### config.mk
export PLATFORM = sky130hd
export DESIGN_NAME = intel_hex_word_record_parser_top
export DESIGN_NICKNAME = d
export VERILOG_FILES = /design/src/hdl/ihex_pkg.sv /design/src/hdl/intel_hex_word_record_parser_top.sv
export SDC_FILE = /design/constraint.sdc
export NUM_CORES = 1
export LEC_CHECK = 0
export BUFFER_PORTS_ARGS = -buffer_cell sky130_fd_sc_hd__buf_2
export CORE_ASPECT_RATIO = 1.4
export CORE_UTILIZATION = 45
export CTS_CLUSTER_DIAMETER = 60
export DETAILED_ROUTE_END_ITERATION = 16
export GPL_ROUTABILITY_DRIVEN = 1
export GPL_TIMING_DRIVEN = 0
export PLACE_DENSITY_LB_ADDON = 0.25
export SLEW_MARGIN = 20
export SYNTH_ARGS = -nofsm -noshare
export SYNTH_HDL_FRONTEND = slang
export SYNTH_SLANG_ARGS = --single-unit
export TNS_END_PERCENT = 100
### constraint.sdc
create_clock -name clk -period 8 [get_ports clk]
set_clock_uncertainty 0.2 [all_clocks]
set_input_delay 2.4 -clock clk [delete_from_list [all_inputs] [get_ports clk]]
set_output_delay 2.4 -clock clk [all_outputs]
set_load 0.02 [all_outputs]
### src/hdl/ihex_pkg.sv
`timescale 1ns / 1ps
// Package for the Intel HEX word record parser: field widths, phase codes,
// character codes, the result record type and the hex digit decoder. No dependencies.
package ihex_pkg;

  localparam int DATA_BITS = 14;

  localparam int CHAR_W = 8;
  localparam int ADDR_W = 16;
  localparam int WDATA_W = 14;
  localparam int WCNT_W = 7;
  localparam int PHASE_W = 3;

  // Mask applied to the assembled 16-bit word before it is cut to the field.
  localparam logic [15:0] DATA_MASK =
    (DATA_BITS >= 16) ? 16'hFFFF : 16'((32'd1 << DATA_BITS) - 32'd1);

  localparam logic [PHASE_W-1:0] PH_START = 3'd0;
  localparam logic [PHASE_W-1:0] PH_COUNT = 3'd1;
  localparam logic [PHASE_W-1:0] PH_ADDR  = 3'd2;
  localparam logic [PHASE_W-1:0] PH_TYPE  = 3'd3;
  localparam logic [PHASE_W-1:0] PH_DATA  = 3'd4;
  localparam logic [PHASE_W-1:0] PH_CHECK = 3'd5;

  localparam logic [CHAR_W-1:0] CHAR_COLON   = 8'h3A;
  localparam logic [CHAR_W-1:0] CHAR_NEWLINE = 8'h0A;

  localparam logic EV_DATA = 1'b0;
  localparam logic EV_STOP = 1'b1;

  typedef struct packed {
    logic               event_kind;
    logic [ADDR_W-1:0]  word_address;
    logic [WDATA_W-1:0] word_data;
  } result_t;

  // Value of one hex digit; any other character reads as zero.
  function automatic logic [3:0] hex_value(input logic [CHAR_W-1:0] c);
    logic [3:0] v;
    v = 4'd0;
    if (c >= 8'h30 && c <= 8'h39) begin
      v = c[3:0];
    end else if ((c >= 8'h41 && c <= 8'h46) || (c >= 8'h61 && c <= 8'h66)) begin
      v = 4'(c[3:0] + 4'd9);
    end
    return v;
  endfunction

endpackage

### src/hdl/intel_hex_word_record_parser_top.sv
`timescale 1ns / 1ps
// Intel HEX word record parser, top level. A completed result is registered in the
// output register, or in the skid entry while that is held. One character is taken
// per cycle while in_stall is low. The parse state updates at the accepting edge; a
// two-entry output register and skid stage keep input acceptance running while a
// result waits downstream. Reset (synchronous, rst_n low) returns the parser to
// record start, clears the stop flag and empties both output entries.
module intel_hex_word_record_parser_top
  import ihex_pkg::*;
(
  input  logic               clk,
  input  logic               rst_n,
  input  logic               in_valid,
  output logic               in_stall,
  input  logic [CHAR_W-1:0]  in_char_code,
  output logic               out_valid,
  input  logic               out_stall,
  output logic               out_event_kind,
  output logic [ADDR_W-1:0]  out_word_address,
  output logic [WDATA_W-1:0] out_word_data
);

  // Parser state. The first nibble of a byte is held on its own, since the
  // second nibble completes the byte in the same cycle it arrives.
  logic [PHASE_W-1:0] phase_r, phase_nxt;
  logic               nib_second_r, nib_second_nxt;
  logic [3:0]         nib_hold_r, nib_hold_nxt;
  logic               byte_idx_r, byte_idx_nxt;
  logic [WCNT_W-1:0]  words_left_r, words_left_nxt;
  logic [ADDR_W-1:0]  cur_addr_r, cur_addr_nxt;
  logic [7:0]         low_byte_r, low_byte_nxt;
  logic               stopped_r, stopped_nxt;

  // Output register and skid entry.
  logic    out_valid_r, out_valid_nxt;
  result_t out_res_r, out_res_nxt;
  logic    skid_valid_r, skid_valid_nxt;
  result_t skid_res_r, skid_res_nxt;

  logic       accept;
  logic       res_valid;
  result_t    res;
  logic [3:0] digit;
  logic [7:0] byte_val;
  logic [15:0] word_val;

  // The input side stalls only when the skid entry is occupied.
  assign in_stall = skid_valid_r;
  assign accept   = in_valid && !in_stall;

  assign digit    = hex_value(in_char_code);
  assign byte_val = {nib_hold_r, digit};
  assign word_val = {byte_val, low_byte_r} & DATA_MASK;

  // One character of parsing. Result and state update are both decided here.
  always_comb begin
    phase_nxt      = phase_r;
    nib_second_nxt = nib_second_r;
    nib_hold_nxt   = nib_hold_r;
    byte_idx_nxt   = byte_idx_r;
    words_left_nxt = words_left_r;
    cur_addr_nxt   = cur_addr_r;
    low_byte_nxt   = low_byte_r;
    stopped_nxt    = stopped_r;
    res_valid      = 1'b0;
    res.event_kind   = EV_DATA;
    res.word_address = cur_addr_r;
    res.word_data    = word_val[WDATA_W-1:0];

    if (accept && !stopped_r) begin
      if (phase_r < PH_COUNT || phase_r > PH_CHECK) begin
        // Between records: newline is skipped, a colon opens a record and
        // anything else ends parsing for good.
        phase_nxt = PH_START;
        if (in_char_code == CHAR_COLON) begin
          phase_nxt      = PH_COUNT;
          nib_second_nxt = 1'b0;
          byte_idx_nxt   = 1'b0;
        end else if (in_char_code != CHAR_NEWLINE) begin
          stopped_nxt      = 1'b1;
          res_valid        = 1'b1;
          res.event_kind   = EV_STOP;
          res.word_address = '0;
          res.word_data    = '0;
        end
      end else if (!nib_second_r) begin
        nib_hold_nxt   = digit;
        nib_second_nxt = 1'b1;
      end else begin
        nib_second_nxt = 1'b0;
        nib_hold_nxt   = byte_val[3:0];
        case (phase_r)
          PH_COUNT: begin
            words_left_nxt = byte_val[7:1];
            byte_idx_nxt   = 1'b0;
            phase_nxt      = PH_ADDR;
          end
          PH_ADDR: begin
            if (!byte_idx_r) begin
              cur_addr_nxt = {byte_val, 8'h00};
              byte_idx_nxt = 1'b1;
            end else begin
              // Byte address halved gives the word address.
              cur_addr_nxt = {1'b0, cur_addr_r[15:8], byte_val[7:1]};
              byte_idx_nxt = 1'b0;
              phase_nxt    = PH_TYPE;
            end
          end
          PH_TYPE: begin
            byte_idx_nxt = 1'b0;
            phase_nxt    = (words_left_r != '0) ? PH_DATA : PH_CHECK;
          end
          PH_DATA: begin
            if (!byte_idx_r) begin
              low_byte_nxt = byte_val;
              byte_idx_nxt = 1'b1;
            end else begin
              res_valid      = 1'b1;
              cur_addr_nxt   = cur_addr_r + 16'd1;
              words_left_nxt = words_left_r - 7'd1;
              byte_idx_nxt   = 1'b0;
              if (words_left_r == 7'd1) begin
                phase_nxt = PH_CHECK;
              end
            end
          end
          default: begin
            // Checksum byte is read and dropped.
            phase_nxt = PH_START;
          end
        endcase
      end
    end
  end

  // Output register with skid entry. A new result goes to the output register
  // when it is free or draining this cycle, otherwise into the skid entry.
  always_comb begin
    out_valid_nxt  = out_valid_r;
    out_res_nxt    = out_res_r;
    skid_valid_nxt = skid_valid_r;
    skid_res_nxt   = skid_res_r;
    if (!out_valid_r || !out_stall) begin
      if (skid_valid_r) begin
        out_valid_nxt  = 1'b1;
        out_res_nxt    = skid_res_r;
        skid_valid_nxt = 1'b0;
      end else begin
        out_valid_nxt = res_valid;
        if (res_valid) begin
          out_res_nxt = res;
        end
      end
    end else if (res_valid) begin
      skid_valid_nxt = 1'b1;
      skid_res_nxt   = res;
    end
  end

  always_ff @(posedge clk) begin
    if (!rst_n) begin
      phase_r      <= PH_START;
      nib_second_r <= 1'b0;
      nib_hold_r   <= '0;
      byte_idx_r   <= 1'b0;
      words_left_r <= '0;
      cur_addr_r   <= '0;
      low_byte_r   <= '0;
      stopped_r    <= 1'b0;
      out_valid_r  <= 1'b0;
      skid_valid_r <= 1'b0;
    end else begin
      phase_r      <= phase_nxt;
      nib_second_r <= nib_second_nxt;
      nib_hold_r   <= nib_hold_nxt;
      byte_idx_r   <= byte_idx_nxt;
      words_left_r <= words_left_nxt;
      cur_addr_r   <= cur_addr_nxt;
      low_byte_r   <= low_byte_nxt;
      stopped_r    <= stopped_nxt;
      out_valid_r  <= out_valid_nxt;
      skid_valid_r <= skid_valid_nxt;
    end
  end

  // Result payload needs no reset.
  always_ff @(posedge clk) begin
    out_res_r  <= out_res_nxt;
    skid_res_r <= skid_res_nxt;
  end

  assign out_valid        = out_valid_r;
  assign out_event_kind   = out_res_r.event_kind;
  assign out_word_address = out_res_r.word_address;
  assign out_word_data    = out_res_r.word_data;

  // The skid entry is only ever filled behind a held output register.
  a_skid_behind_out: assert property (@(posedge clk) disable iff (!rst_n)
    skid_valid_r |-> out_valid_r)
    else $error("skid entry valid while output register empty");

  // Once stopped, the parser produces no further results.
  a_no_result_after_stop: assert property (@(posedge clk) disable iff (!rst_n)
    stopped_r |-> !res_valid)
    else $error("result produced after parsing stopped");

  // A data word advances the word address by one.
  a_addr_advance: assert property (@(posedge clk) disable iff (!rst_n)
    (res_valid && res.event_kind == EV_DATA) |=> cur_addr_r == $past(cur_addr_r) + 16'd1)
    else $error("word address did not advance after a data word");

  // The stop flag only rises on an accepted character.
  a_stop_on_accept: assert property (@(posedge clk) disable iff (!rst_n)
    $rose(stopped_r) |-> $past(accept))
    else $error("stop flag set without an accepted character");

endmodule

# Word-level counts from Yosys, hierarchy flattened
# Index checks and enable logic that the tools add are counted.
# totals
elab_cells	111
out_inout_bits	33
ff_bits	105
# op_classes
n_lt_le_gt_ge	8
add_sub_neg	3
n_reduce_logical	31
muxes	36
bitwise_logic	5
n_eq_ne	12
# ops
operator	n
$mux W31	6
$mux W16	2
$pmux W16 S2	1
$reduce_and A5 Y1	4
$add A16 B1 Y16 const B	1
$ge A8 B7 Y1 const B	2
$le A8 B7 Y1 const B	2
$mux W1	16
$mux W3	5
$pmux W7 S2	1
$pmux W3 S4	1
$ne A3 B3 Y1 const B	3
$eq A8 B6 Y1 const B	1
$ge A8 B6 Y1 const B	1
$le A8 B6 Y1 const B	1
$mux W4	2
$ne A8 B4 Y1 const B	1
$reduce_and A2 Y1	4
$reduce_and A4 Y1	2
$reduce_bool A2 Y1	4
$eq A7 B1 Y1 const B	1
$mux W7	1
$reduce_bool A7 Y1	1
$sub A7 B1 Y7 const B	1
other kinds (15)	31

# Logic depth before layout (Yosys ltp)
# Gate-level depths: netlist of the first run.
# depth
word_depth	11
ltp_mapped	9
depth_no_buf	8

# Least setup slack after synthesis of the first run
# OpenSTA, ideal clock, no wires.
# synth_path
path_type	input port to flip-flop
from	input port in_char_code[0]
to	register skid_res_r[0] (netlist bit), enable pin
n_path_buf	1
path_slack_ns	1.725
arrival_ns	5.609
path_stages	7
cell_sequence	inv_1 ha_1 nand3b_1 nor4_1 or3_1 buf_2 a21boi_0
# synth_between
elab_chain_cells	6
# synth_lines
item	line	rtl
from (decl)	intel_hex_word_record_parser_top.sv:15	input logic [CHAR_W-1:0] in_char_code,
$ne A8 B4 Y1	intel_hex_word_record_parser_top.sv:79	end else if (in_char_code != CHAR_NEWLINE) begin
$mux W1	intel_hex_word_record_parser_top.sv:79	
$mux W1 *	intel_hex_word_record_parser_top.sv:75	if (in_char_code == CHAR_COLON) begin
$mux W1 *	intel_hex_word_record_parser_top.sv:71	if (phase_r < PH_COUNT || phase_r > PH_CHECK) begin
$mux W1 *	intel_hex_word_record_parser_top.sv:70	if (accept && !stopped_r) begin
$reduce_and A2 Y1 (no line) *	-	
to (signal assigned)	intel_hex_word_record_parser_top.sv:189	skid_res_r <= skid_res_nxt;
to (decl)	intel_hex_word_record_parser_top.sv:38	result_t skid_res_r, skid_res_nxt;
# Every way passes the cells marked *; elsewhere a longest branch is shown, timed or not.
# A chain may end at the register's enable or synchronous reset.

# Worst setup path in the final report of the first run
# layout_path
from	input port in_valid
to	register out_res_r (netlist bit out_word_data[7]), enable pin
# layout_between
elab_chain_cells	5
# layout_lines
item	line	rtl
from (decl)	intel_hex_word_record_parser_top.sv:13	input logic in_valid,
$logic_and A1 B1 Y1	intel_hex_word_record_parser_top.sv:49	assign accept = in_valid && !in_stall;
$logic_and A1 B1 Y1	intel_hex_word_record_parser_top.sv:70	
$mux W1	intel_hex_word_record_parser_top.sv:70	
$reduce_bool A2 Y1 (no line)	-	
$reduce_and A2 Y1 (no line)	-	
to (signal assigned)	intel_hex_word_record_parser_top.sv:188	out_res_r <= out_res_nxt;
to (decl)	intel_hex_word_record_parser_top.sv:36	result_t out_res_r, out_res_nxt;
# No other way between the ends.

==> results of run 1 <==
-- layer usage --
| metal | GRT usage | part of all wire |
|---|---|---|
| met4 | 0.1186 | 0.035 |
| met2 | 0.3508 | 0.49 |
| met3 | 0.03991 | 0.049 |
| met5 | 0 | 0 |
| met1 | 0.2515 | 0.42 |
-- how the worst min path moves through the flow --
stage,end,slack (ns),start
floorplan,low_byte_r[2],0.25,low_byte_r[2]
global placement,low_byte_r[4],0.27,low_byte_r[4]
detailed placement,low_byte_r[2],0.28,low_byte_r[2]
CTS,low_byte_r[2],0.29,low_byte_r[2]
global route,words_left_r[3],0.32,words_left_r[3]
finish,low_byte_r[2],0.29,low_byte_r[2]
-- cell usage in the layout (no fill, tap or decap), types with 3 or more instances in the layout --
cell type and n:
nand2_1 24, nand3_1 9, ha_1 7, nand4_1 9, a211oi_1 4, a22o_1 3
nor2b_1 5, dfxtp_1 43, nor3_1 6, and2_1 29, nor4_1 4, nor2_1 57
a31oi_1 9, o21ai_0 22, or3_1 4, mux2_2 27, buf_6 4, o31ai_1 5
o221a_2 4, inv_1 7, o21ai_1 4, o21a_1 5, buf_2 50, edfxtp_1 62
a221oi_1 4, clkbuf_16 10, mux2i_1 13, clkbuf_1 14, a21oi_1 25
-- area by class of cell --
| type | count | area share |
|---|---|---|
| clock buffers | 10 | 0.04182 |
| multi-input cells | 332 | 0.3802 |
| repair buffers | 44 | 0.04224 |
| clock inverters | 6 | 0.01380 |
| plain buffers | 31 | 0.03116 |
| flip-flops and latches | 105 | 0.4550 |
| well taps | 144 | 0.03011 |
| inverters | 9 | 0.005646 |
-- cell families after synthesis --
| group | Yosys count |
|---|---|
| AO/OA/AOI/OAI | 113 |
| XOR/XNOR | 2 |
| adder cells (fa/ha/maj) | 7 |
| buffers and inverters | 40 |
| flip-flops | 105 |
| multiplexers | 40 |
| AND/OR/NAND/NOR | 170 |
-- state kept, by name, indices dropped and copies added (netlist names) --
name / flops
phase_r: 3
out_event_kind: 1
byte_idx_r: 1
in_stall: 1
nib_second_r: 1
out_valid: 1
stopped_r: 1
cur_addr_r: 16
nib_hold_r: 4
words_left_r: 7
skid_res_r: 31
out_word_address: 16
out_word_data: 14
low_byte_r: 8
-- worst register-to-register path, cell delays in order, from the launching register on --
cell and delay (ns):
dfxtp_1 0.48, nand4bb_2 0.25, a211oi_2 0.60, nand2_1 0.32, nand3b_1 0.21, a21boi_4 0.51, buf_16 0.24
-- metrics by stage --
| stage | hold WS (ns) | total power [uW] | instance area (um^2) | utilization | setup slack, ns |
|---|---|---|---|---|---|
| after floorplan | 0.2515 | 647.8 | 5195 | - | 1.725 |
| after global placement | 0.2694 | 673.0 | 5585 | 0.4951 | 0.1344 |
| after detailed placement | 0.2760 | 679.0 | 5650 | 0.5009 | 2.931 |
| after CTS | 0.2940 | 1153 | 5983 | 0.5304 | 3.288 |
| after global routing | 0.3239 | 1182 | 5983 | 0.5304 | 3.155 |
| final | 0.2881 | 1146 | 5983 | 0.5304 | 3.248 |
-- power by group through the flow --
stage / Sequential (uW) / Clock [uW] / Combinational [uW]
after floorplan: 619 / 0 / 28.9
after global placement: 603 / 0 / 69.6
after detailed placement: 602 / 0 / 76.6
after CTS: 590 / 486 / 76.8
after global routing: 591 / 508 / 82.9
final: 590 / 480 / 76.2
==> metrics.sh, run 1 <==
STATUS='completed'
FINAL_CELLS=681
CRIT_ARRIVAL_NS=4.62
R2R.WORST_PATH.CELLS=6
SYN_AVG_CELL_AREA_UM2=10.89
NUM_ROWS=46
POST_SYNTH_NUM_CELL_TYPES=76
STARTPOINT_TYPE_OF_THE_WORST_SETUP_PATH='input pin'
DP.CELLS=665
SHARE_COMB_OF_TOTAL_POWER=0.066
DETAIL-ROUTE-ANTENNA-NETS=0
RR_ENDPOINT='out_word_data[7]'
SYNTHADDERAREAFRAC=0.01686
N_ANTENNA_CELL=0
R2R-START='nib_second_r'
MAXCAPVIOLATIONS=0
CLOCK_TRANSITION_AT_THE_REGISTER_CLOCK_PINS_ON_THE_WORST_SETUP_AND_HOLD_PATHS_AFTER_CTS_NS=0.08
CTS_NUM_SINKS=105
FIN_SETUP_TNS_NS=0
SYNTH-EDFF-COUNT=62
WORSTSETUPPATHTYPE='in -> reg'
CRIT_FAMILY='compound AO/OA/AOI/OAI gates'
CLOCKROOTBUFFER='clkbuf_16'
NUMBER_OF_VIAS_PER_CELL=5.800
SYNTH.TOP_CELLS.BY_COUNT='62 x edfxtp_1, 57 x nor2_1, 43 x dfxtp_1, 29 x and2_1, 27 x mux2_2'
P_SEQ_FRAC=0.515
FINAL_PERIOD_MINUS_WORST_SETUP_SLACK_NS=4.752
CLK_LATENCY_NS=0.35
YOSYSSEQAREASHARE=0.5241
TOP_FF_CELL_SYNTH='edfxtp_1'
WORST-ENDPOINT-REQUIRED_NS=7.86
CRIT_PATH_MAX_INCR_DELAY_NS=0.60
GRT_PASS1_VIAS=3830
SYNTHARSTFLOPSHARE=0
DRT_WL_TOTAL_UM=11980
RSZ0062_AT_GRT='no'
GROUTE.USAGE.OVERALL=0.2092
SYN_NETS=496
CRITICAL_PATH_PEAK_FANOUT=21
CTS.REPAIR_TIMING.SETUP_BUFFER_COUNT=0
CLOCK_POWER_SHARE=0.419
LEAKAGEPOWER_uW=0.002197
CTS_TREE='built'
GRT_PASS1_WL_UM=19370
DPL_HPWL_UM=8491
SW_FRAC_OF_TOTAL=0.2318
CTS-HOLD-FIX-BUFFERS=0
WORSTMARGINPINSLEW_NS=0.7419
QUANTITY_OF_I_O_BUFFERS_INSERTED_ON_PORTS=42
GLOBAL_ROUTE.OVERFLOW_TOTAL=0
SYNTHTOPCELLSBYAREA='edfxtp_1 36%, dfxtp_1 17%, mux2_2 5.9%'
DIE_Y_UM=129.1
IOS=45
POWER_SWITCHING_uW=265.6
CTS-BUFFERS-INSERTED=9
GRT_ANTENNA_BEFORE_REPAIR=0
SETUP.REG_TO_REG.WORST_SLACK_NS=4.90
INITIALDRTVIOLATIONCOUNT=253
DETAILEDROUTE.FIRSTPASSITERATIONCOUNT=5
FILLER_CELL_COUNT=1060
PEAKVDDDROP_uV=98.37
FLOORPLAN.CORE_AREA_UM2=11280
POST-ROUTE-DRC-COUNT=0
CRIT_START='in_valid'
CLOCKBUFFERDEPTH=2
GATE_COUNT_OF_THE_MAPPED_NETLIST=477
INTPOWER_uW=880.2
NETLIST.TOP_CELL.BY_AREA='edfxtp_1'
TIMING_HOLD_VIOLATIONS_FINAL=0
SYNTHMOSTINSTANTIATEDCELL='edfxtp_1'
POST_SYNTH_TOP_AREA_SHARE=0.3584
POST_CTS.RESIZED_INSTANCES=0
HOLDCRITPATHCLASS='reg -> reg'
GRT_MAX_DEGREE=22
INITIAL_CORE_UTIL=0.4605
HOLDPATHSTAGES=2
MUXSHAREOFSYNTHAREA=0.08357
SETUP_VIOL=0
CP_NUM_CELLS=7
SLEW-LIMIT-HEADROOM=0.5041
SYNTH_AREA_UM2=5195
CRITICAL_PATH.CELL_CHAIN='buf_2 > nand4bb_2 > a211oi_2 > nand2_1 > nand3b_1 > a21boi_4 > buf_16'
POST_ROUTE_FRACTION_OF_THE_PERIOD_CONSUMED_BY_THE_CRITICAL_PATH=0.5940
ROUTED-VIA-COUNT=3950
PLACE_CONGESTION=0.8745
SYNTH-COMPOUND-AREA-SHARE=0.1474
WORSTPATHBUFFERINVERTERCOUNT=2
CP_SLOWEST_CELL='a211oi_2'
MAX_SLEW_VIOLATION_COUNT=0
DIE_WIDTH_UM=92.81
SYNTHXORXNORAREAFRAC=0.003372
POWER_DENSITY_nW_PER_UM2=191.5
SYNTH_TOP_FAMILY_BY_AREA='simple AND/OR/NAND/NOR gates'
LAYOUT-DRIVE-GT1-SHARE=0.2328
DIEAREA_UM2=11980
CRITPATHCAPTURETYPE='flip-flop'
YOSYS_REGISTER_BITS=105
FINAL_STAGE_NET_COUNT=551
DETAIL_ROUTE.WL_PER_CELL_UM=17.59
FF_LATCH_AREA_UM2=2723
MULTI_INPUT_AREA_UM2=2275
SYNTH.YOSYS.WARNINGS=0
AREA.GROWTH.SYNTH_TO_FINAL_PCT=15.17
WORST_SETUP_PATH_ENDPOINT='out_word_data[7]'
ACHIEVABLE-FREQUENCY_MHz=210.4
SYNTH_SIMPLE_GATE_AREA_FRAC=0.1823
HTREE_LEVELS=3
(Power assumes the default switching activity.)
==> run 2, diff against run 1 <==
Settings changed: ABC_AREA from default to 1.
Clock period 8 ns to 4.6 ns, I/O delays scaled along.
==> run 2 against run 1 <==
Sequential cell count unchanged. Worst hold slack worse by 0.030 ns. Critical path depth up 2. Clock power increased by 51%. Sequential power is 100% higher. Count of clock-buffer cells in the layout is the same. First-iteration DRC count increased by 40%. Largest cell class unchanged. Largest power group unchanged.
==> metrics.sh, run 2 <==
YOSYS_REGISTER_BITS=105  # unchanged
SETUP.REG_TO_REG.WORST_SLACK_NS=2.13  # was 4.90 ns
CRITPATHCAPTURETYPE='flip-flop'  # unchanged
SLEW-LIMIT-HEADROOM=0.5779  # was 0.5041
DIE_Y_UM=129.0  # was 129.1 um
DPL_HPWL_UM=8751  # was 8491 um
LEAKAGEPOWER_uW=0.002421  # was 0.002197 uW
POST_SYNTH_NUM_CELL_TYPES=28  # was 76
FF_LATCH_AREA_UM2=2723  # unchanged
LARGEST_REG_FLOPS=31  # unchanged
FLOORPLAN.CORE_AREA_UM2=11280  # unchanged
HOLDPATHSTAGES=2  # unchanged
CTS.REPAIR_TIMING.SETUP_BUFFER_COUNT=0  # unchanged
POST-ROUTE-DRC-COUNT=0  # unchanged
SYNTHMOSTINSTANTIATEDCELL='nand2_1'  # was edfxtp_1
ROUTED-VIA-COUNT=4382  # was 3,950
LARGEST-REGISTER='skid_res_r'  # unchanged
SYN_AVG_CELL_AREA_UM2=7.981  # was 10.89 um^2
PEAKVDDDROP_uV=197.8  # was 98.37 uV
LAYOUT-DRIVE-GT1-SHARE=0.1449  # was 0.2328
WORSTMARGINPINSLEW_NS=0.6322  # was 0.7419 ns
RSZ0062_AT_GRT='no'  # unchanged
GROUTE.USAGE.OVERALL=0.2104  # was 0.2092
GLOBAL_ROUTE.OVERFLOW_TOTAL=0  # unchanged
MIN_DELAY_WORST_ENDPOINT='low_byte_r[6]'  # was low_byte_r[2]
WORST_SLACK_NS=1.370  # was 3.248 ns
MAX_SLEW_VIOLATION_COUNT=0  # unchanged
NUM_ROWS=46  # unchanged
IOS=45  # unchanged
AREA.GROWTH.SYNTH_TO_FINAL_PCT=13.80  # was 15.17%
R2R-START='in_stall'  # was nib_second_r
SYNTH-EDFF-COUNT=62  # unchanged
STARTPOINT_TYPE_OF_THE_WORST_SETUP_PATH='input pin'  # unchanged
N_ANTENNA_CELL=0  # unchanged
CRIT_START='in_char_code[0]'  # was in_valid
CRITICAL_PATH_PEAK_FANOUT=31  # was 21
POST_ROUTE_FRACTION_OF_THE_PERIOD_CONSUMED_BY_THE_CRITICAL_PATH=0.7022
SETUP_VIOL=0  # unchanged
MAXCAPVIOLATIONS=0  # unchanged
DETAIL-ROUTE-ANTENNA-NETS=0  # unchanged
FINAL_PERIOD_MINUS_WORST_SETUP_SLACK_NS=3.230
SYNTH_AREA_UM2=5187  # was 5195 um^2
GRT_PASS1_WL_UM=19620  # was 19,370 um
CLOCK_TRANSITION_AT_THE_REGISTER_CLOCK_PINS_ON_THE_WORST_SETUP_AND_HOLD_PATHS_AFTER_CTS_NS=0.07  # was 0.08 ns
CTS_TREE='built'  # unchanged
DETAILEDPLACE.WORSTSLACK_NS=0.6141  # was 2.931 ns
WORST-ENDPOINT-REQUIRED_NS=4.38  # was 7.86 ns
SYNTHTOPCELLSBYAREA='edfxtp_1 36%, dfxtp_1 17%, nand2_1 13%'  # was edfxtp_1 36%, dfxtp_1 17%, mux2_2 5.9%
R2R.WORST_PATH.CELLS=8  # was 6
SYNTHARSTFLOPSHARE=0  # unchanged
DETAIL_ROUTE.WL_PER_CELL_UM=13.74  # was 17.59 um
POWER_DENSITY_nW_PER_UM2=443.2  # was 191.5 nW/um^2
GATE_COUNT_OF_THE_MAPPED_NETLIST=650  # was 477
WORSTSETUPPATHTYPE='in -> reg'  # unchanged
INITIALDRTVIOLATIONCOUNT=354  # was 253
LAYOUT.CELLS.MOST_COMMON_LIST='185 x nand2_1, 70 x nor2_1, 62 x inv_1, 62 x edfxtp_1, 53 x a21oi_1'  # was 62 x edfxtp_1, 57 x nor2_1, 50 x buf_2, 43 x dfxtp_1, 29 x and2_1
GRT_ANTENNA_BEFORE_REPAIR=0  # unchanged
DIE_WIDTH_UM=92.74  # was 92.81 um
INITIAL_CORE_UTIL=0.4598  # was 0.4605
YOSYSSEQAREASHARE=0.5248  # was 0.5241
DRT_WL_TOTAL_UM=11750  # was 11,980 um
HTREE_LEVELS=3  # unchanged
POST_SYNTH_TOP_AREA_SHARE=0.3589  # was 0.3584
QUANTITY_OF_I_O_BUFFERS_INSERTED_ON_PORTS=44  # was 42
FINAL_CELL_AREA_UM2=5903  # was 5983 um^2
GRT_MAX_DEGREE=32  # was 22
TIMING_HOLD_VIOLATIONS_FINAL=0  # unchanged
SYNTH.YOSYS.WARNINGS=0  # unchanged
RR_ENDPOINT='out_word_address[5]'  # was out_word_data[7]
GRT_PASS1_VIAS=4095  # was 3,830
LAYOUT.CELLS.MOST_COMMON='nand2_1'  # was edfxtp_1
TOP_FF_CELL_SYNTH='edfxtp_1'  # unchanged
CRIT_ARRIVAL_NS=3.01  # was 4.62 ns
CLOCKBUFFERDEPTH=2  # unchanged
CTS_NUM_SINKS=105  # unchanged
DIEAREA_UM2=11970  # was 11,980 um^2
ACHIEVABLE-FREQUENCY_MHz=309.6
HOLDCRITPATHCLASS='reg -> reg'  # unchanged
STATUS='completed'  # unchanged
PLACE_CONGESTION=0.9143  # was 0.8745
DPL_CELL_AREA_UM2=5627  # was 5650 um^2
POST_CTS.RESIZED_INSTANCES=0  # unchanged
SYNTH.TOP_CELLS.BY_COUNT='185 x nand2_1, 70 x nor2_1, 63 x inv_1, 62 x edfxtp_1, 54 x a21oi_1'  # was 62 x edfxtp_1, 57 x nor2_1, 43 x dfxtp_1, 29 x and2_1, 27 x mux2_2
FINAL_STAGE_NET_COUNT=725  # was 551
SYN_NETS=669  # was 496
DETAILEDROUTE.FIRSTPASSITERATIONCOUNT=5  # unchanged
CLOCKROOTBUFFER='clkbuf_16'  # unchanged
CLK_LATENCY_NS=0.35  # about the same
NETLIST.TOP_CELL.BY_AREA='edfxtp_1'  # unchanged
MULTI_INPUT_AREA_UM2=2097  # was 2275 um^2
HP-START='low_byte_r[6]'  # was low_byte_r[2]
NUMBER_OF_VIAS_PER_CELL=5.125  # was 5.800
FILLER_CELL_COUNT=1081  # was 1,060
CTS-BUFFERS-INSERTED=9  # unchanged
CTS-HOLD-FIX-BUFFERS=0  # unchanged
-- run 2: worst max path at each step --
stage	end	cells past startpoint
2_1_floorplan	skid_res_r[0]	6
3_3_place_gp	skid_res_r[26]	7
3_5_place_dp	out_word_address[9]	9
4_1_cts	out_word_address[5]	9
5_1_grt	out_word_address[5]	9
6_report	out_word_address[5]	9
-- run 2: routing by layer --
layer  part of all wire  vias to the layer above  global-route usage
li1                   -                     2234                   -
met1               0.43                     1988              0.2518
met2               0.50                      126              0.3656
met3              0.041                       34             0.03462
met4              0.037                        0              0.1059
met5                  0                        -                   0
-- run 2: cell families after synthesis --
logic type,share of synthesized area
AND/OR/NAND/NOR,0.2687
AO/OA/AOI/OAI,0.1114
flip-flops,0.5248
buffers and inverters,0.07308
adder cells (fa/ha/maj),0.01688
XOR/XNOR,0.005066
-- run 2: where the power goes --
part / internal, uW / leakage, uW / total [uW] / switching (uW)
Combinational: 195 / 0.00136 / 689 / 494
Sequential: 1160 / 0.000926 / 1200 / 45.1
Clock: 374 / 0.000134 / 726 / 352
Total: 1720 / 0.00242 / 2620 / 892
-- run 2: metrics by stage --
step | utilization | setup TNS, ns | instances | total power, uW | hold slack [ns]
2_1_floorplan | - | 0 | 650 | 1711 | 0.2300
3_3_place_gp | 0.4953 | -15.21 | 838 | 1886 | 0.2482
3_5_place_dp | 0.4988 | 0 | 839 | 1912 | 0.2472
4_1_cts | 0.5233 | 0 | 855 | 2636 | 0.2582
5_1_grt | 0.5233 | 0 | 855 | 2759 | 0.2681
6_report | 0.5233 | 0 | 855 | 2617 | 0.2585
-- run 2: critical path: stages --
cell	delay, ns
buf_2	0.14
inv_1	0.08
ha_1	0.19
and3_1	0.20
nand2_1	0.12
nand3_4	0.15
nand3_1	0.16
nand2_1	0.08
inv_2	0.46
-- run 2: cell type report --
| class | instances | area share |
|---|---|---|
| plain buffers | 24 | 0.02056 |
| clock buffers | 10 | 0.03879 |
| clock inverters | 6 | 0.008054 |
| inverters | 68 | 0.04366 |
| multi-input cells | 453 | 0.3552 |
| flip-flops and latches | 105 | 0.4612 |
| well taps | 144 | 0.03052 |
| repair buffers | 45 | 0.04197 |
==> run 3, diff against run 2 <==
Clock period 4.6 ns to 3.32 ns, I/O delays scaled along.
==> run 3 against run 2 <==
Final area rose by 0.11%. Core utilization rose by 0.055 points. Via count fell by 0.59%. Combinational power rose by 38%. Sequential cell count did not move. Cell count did not move. Power rose by 39%. Sequential power rose by 38%.
==> metrics.sh, run 3 (synthesized netlist as in run 2, its figures left out) <==
STATUS='completed'  # unchanged
INITIALDRTVIOLATIONCOUNT=333  # was 354
LAYOUT.CELLS.MOST_COMMON='nand2_1'  # unchanged
PLACE_CONGESTION=0.8923  # was 0.9143
DIE_WIDTH_UM=92.74  # unchanged
DIEAREA_UM2=11970  # unchanged
GROUTE.USAGE.OVERALL=0.2023  # was 0.2104
SETUP_VIOL=0  # unchanged
MAX_SLEW_VIOLATION_COUNT=0  # unchanged
DETAILEDROUTE.FIRSTPASSITERATIONCOUNT=5  # unchanged
R2R.WORST_PATH.CELLS=8  # unchanged
DPL_CELL_AREA_UM2=5627  # unchanged
POST_ROUTE_FRACTION_OF_THE_PERIOD_CONSUMED_BY_THE_CRITICAL_PATH=0.8496
WORSTSETUPPATHTYPE='in -> reg'  # unchanged
FILLER_CELL_COUNT=1106  # was 1,081
CLOCK_POWER_SHARE=0.284  # was 0.277
WORST-ENDPOINT-REQUIRED_NS=3.10  # was 4.38 ns
PEAKVDDDROP_uV=266.9  # was 197.8 uV
HTREE_LEVELS=3  # unchanged
HOLD-WORST-SLACK_NS=0.2573  # was 0.2585 ns
GLOBAL_ROUTE.OVERFLOW_TOTAL=0  # unchanged
INTPOWER_uW=2398  # was 1725 uW
CTS-BUFFERS-INSERTED=9  # unchanged
CTS_NUM_SINKS=105  # unchanged
ROUTED-VIA-COUNT=4356  # was 4,382
POWER_DENSITY_nW_PER_UM2=617.1  # was 443.2 nW/um^2
LAYOUT.CELLS.MOST_COMMON_LIST='185 x nand2_1, 70 x nor2_1, 62 x inv_1, 62 x edfxtp_1, 53 x a21oi_1'  # unchanged
NUM_ROWS=46  # unchanged
FINAL_CELL_AREA_UM2=5909  # was 5903 um^2
FINAL_PERIOD_MINUS_WORST_SETUP_SLACK_NS=2.821
STARTPOINT_TYPE_OF_THE_WORST_SETUP_PATH='input pin'  # unchanged
HOLDCRITPATHCLASS='reg -> reg'  # unchanged
CRIT_ARRIVAL_NS=2.60  # was 3.01 ns
FIN_SETUP_TNS_NS=0  # unchanged
CRITPATHCAPTURETYPE='flip-flop'  # unchanged
CLOCKBUFFERDEPTH=2  # unchanged
N_ANTENNA_CELL=0  # unchanged
NUMBER_OF_VIAS_PER_CELL=5.095  # was 5.125
SHARE_COMB_OF_TOTAL_POWER=0.260  # was 0.263
POWER_SWITCHING_uW=1249  # was 891.6 uW
GRT_PASS1_VIAS=4010  # was 4,095
DETAIL-ROUTE-ANTENNA-NETS=0  # unchanged
POST_CTS.RESIZED_INSTANCES=0  # unchanged
LAYOUT-DRIVE-GT1-SHARE=0.1449  # unchanged
FLOORPLAN.CORE_AREA_UM2=11280  # unchanged
CLOCK_TRANSITION_AT_THE_REGISTER_CLOCK_PINS_ON_THE_WORST_SETUP_AND_HOLD_PATHS_AFTER_CTS_NS=0.08  # was 0.07 ns
AREA.GROWTH.SYNTH_TO_FINAL_PCT=13.92  # was 13.80%
POST-ROUTE-UTIL=0.5238  # was 0.5233
SLEW-LIMIT-HEADROOM=0.5793  # was 0.5779
LARGEST_REG_FLOPS=31  # unchanged
DRT_WL_TOTAL_UM=11690  # was 11,750 um
MAXCAPVIOLATIONS=0  # unchanged
CRITICAL_PATH_PEAK_FANOUT=31  # unchanged
GRT_MAX_DEGREE=32  # unchanged
FINAL_STAGE_NET_COUNT=725  # unchanged
CTS-HOLD-FIX-BUFFERS=0  # unchanged
DETAIL_ROUTE.WL_PER_CELL_UM=13.68  # was 13.74 um
DIE_Y_UM=129.0  # unchanged
WORSTMARGINPINSLEW_NS=0.6302  # was 0.6322 ns
HOLDPATHSTAGES=2  # unchanged
GRT_ANTENNA_BEFORE_REPAIR=0  # unchanged
DPL_HPWL_UM=8748  # was 8751 um
ACHIEVABLE-FREQUENCY_MHz=354.5
P_SEQ_FRAC=0.456  # was 0.459
LARGEST-REGISTER='skid_res_r'  # unchanged
CTS.REPAIR_TIMING.SETUP_BUFFER_COUNT=0  # unchanged
CTS_TREE='built'  # unchanged
QUANTITY_OF_I_O_BUFFERS_INSERTED_ON_PORTS=44  # unchanged
LEAKAGEPOWER_uW=0.002424  # was 0.002421 uW
INITIAL_CORE_UTIL=0.4598  # unchanged
TIMING_HOLD_VIOLATIONS_FINAL=0  # unchanged
CLK_LATENCY_NS=0.35  # about the same
IOS=45  # unchanged
RSZ0062_AT_GRT='no'  # unchanged
CLOCKROOTBUFFER='clkbuf_16'  # unchanged
POST-ROUTE-DRC-COUNT=0  # unchanged
GRT_PASS1_WL_UM=18930  # was 19,620 um
SW_FRAC_OF_TOTAL=0.3425  # was 0.3407
-- run 3: changes by cell type in the layout (fill, tap and decap cells not counted), sizes merged --
cell,change
clkinv,-2
inv,+2
-- run 3: through the flow --
stage	instances	setup slack (ns)	power [uW]
2_1_floorplan	650	0.1400	2372
3_3_place_gp	838	-0.3816	2616
3_5_place_dp	839	-0.2422	2649
4_1_cts	855	0.1233	3672
5_1_grt	855	0.3456	3826
6_report	855	0.4993	3647
-- run 3: critical path, stage by stage --
cell and delay (ns):
buf_2 0.13, inv_1 0.08, ha_1 0.19, and3_1 0.20, nand2_1 0.13, nand3_4 0.16
nand3_1 0.16, nand2_1 0.08, inv_2 0.46
-- run 3: worst paths after layout --
check	from	endpoint	slack, ns
worst max-delay path	in_char_code[0]	out_word_address[5]	0.50
worst max register to register	in_stall	out_word_address[5]	0.87
worst min-delay path	low_byte_r[4]	low_byte_r[4]	0.26
worst min register to register	low_byte_r[4]	low_byte_r[4]	0.26
-- run 3: layout make-up --
| type | instances | area (um^2) | area share |
|---|---|---|---|
| sequential | 105 | 2723 | 0.4607 |
| multi-input combinational | 453 | 2097 | 0.3549 |
| inverter | 68 | 257.7 | 0.04362 |
| timing repair buffer | 45 | 247.7 | 0.04192 |
| clock buffer | 10 | 229.0 | 0.03875 |
| tap | 144 | 180.2 | 0.03049 |
| buffer | 24 | 121.4 | 0.02054 |
| clock inverter | 6 | 53.80 | 0.009104 |
-- run 3: power by group through the flow --
stage | Clock (uW) | Combinational [uW] | Sequential, uW
6_report | 1040 | 949 | 1660
5_1_grt | 1090 | 1050 | 1680
4_1_cts | 1050 | 953 | 1670
3_5_place_dp | 0 | 951 | 1700
3_3_place_gp | 0 | 927 | 1690
2_1_floorplan | 0 | 531 | 1840
-- run 3: metal layers --
metal  global-route usage  up-vias  routed length [um]
met4               0.1005        0                 325
met3              0.03580       22                 485
li1                     -     2234                   -
met2               0.3582      114                5927
met1               0.2351     1986                4954
met5                    0        -                   0
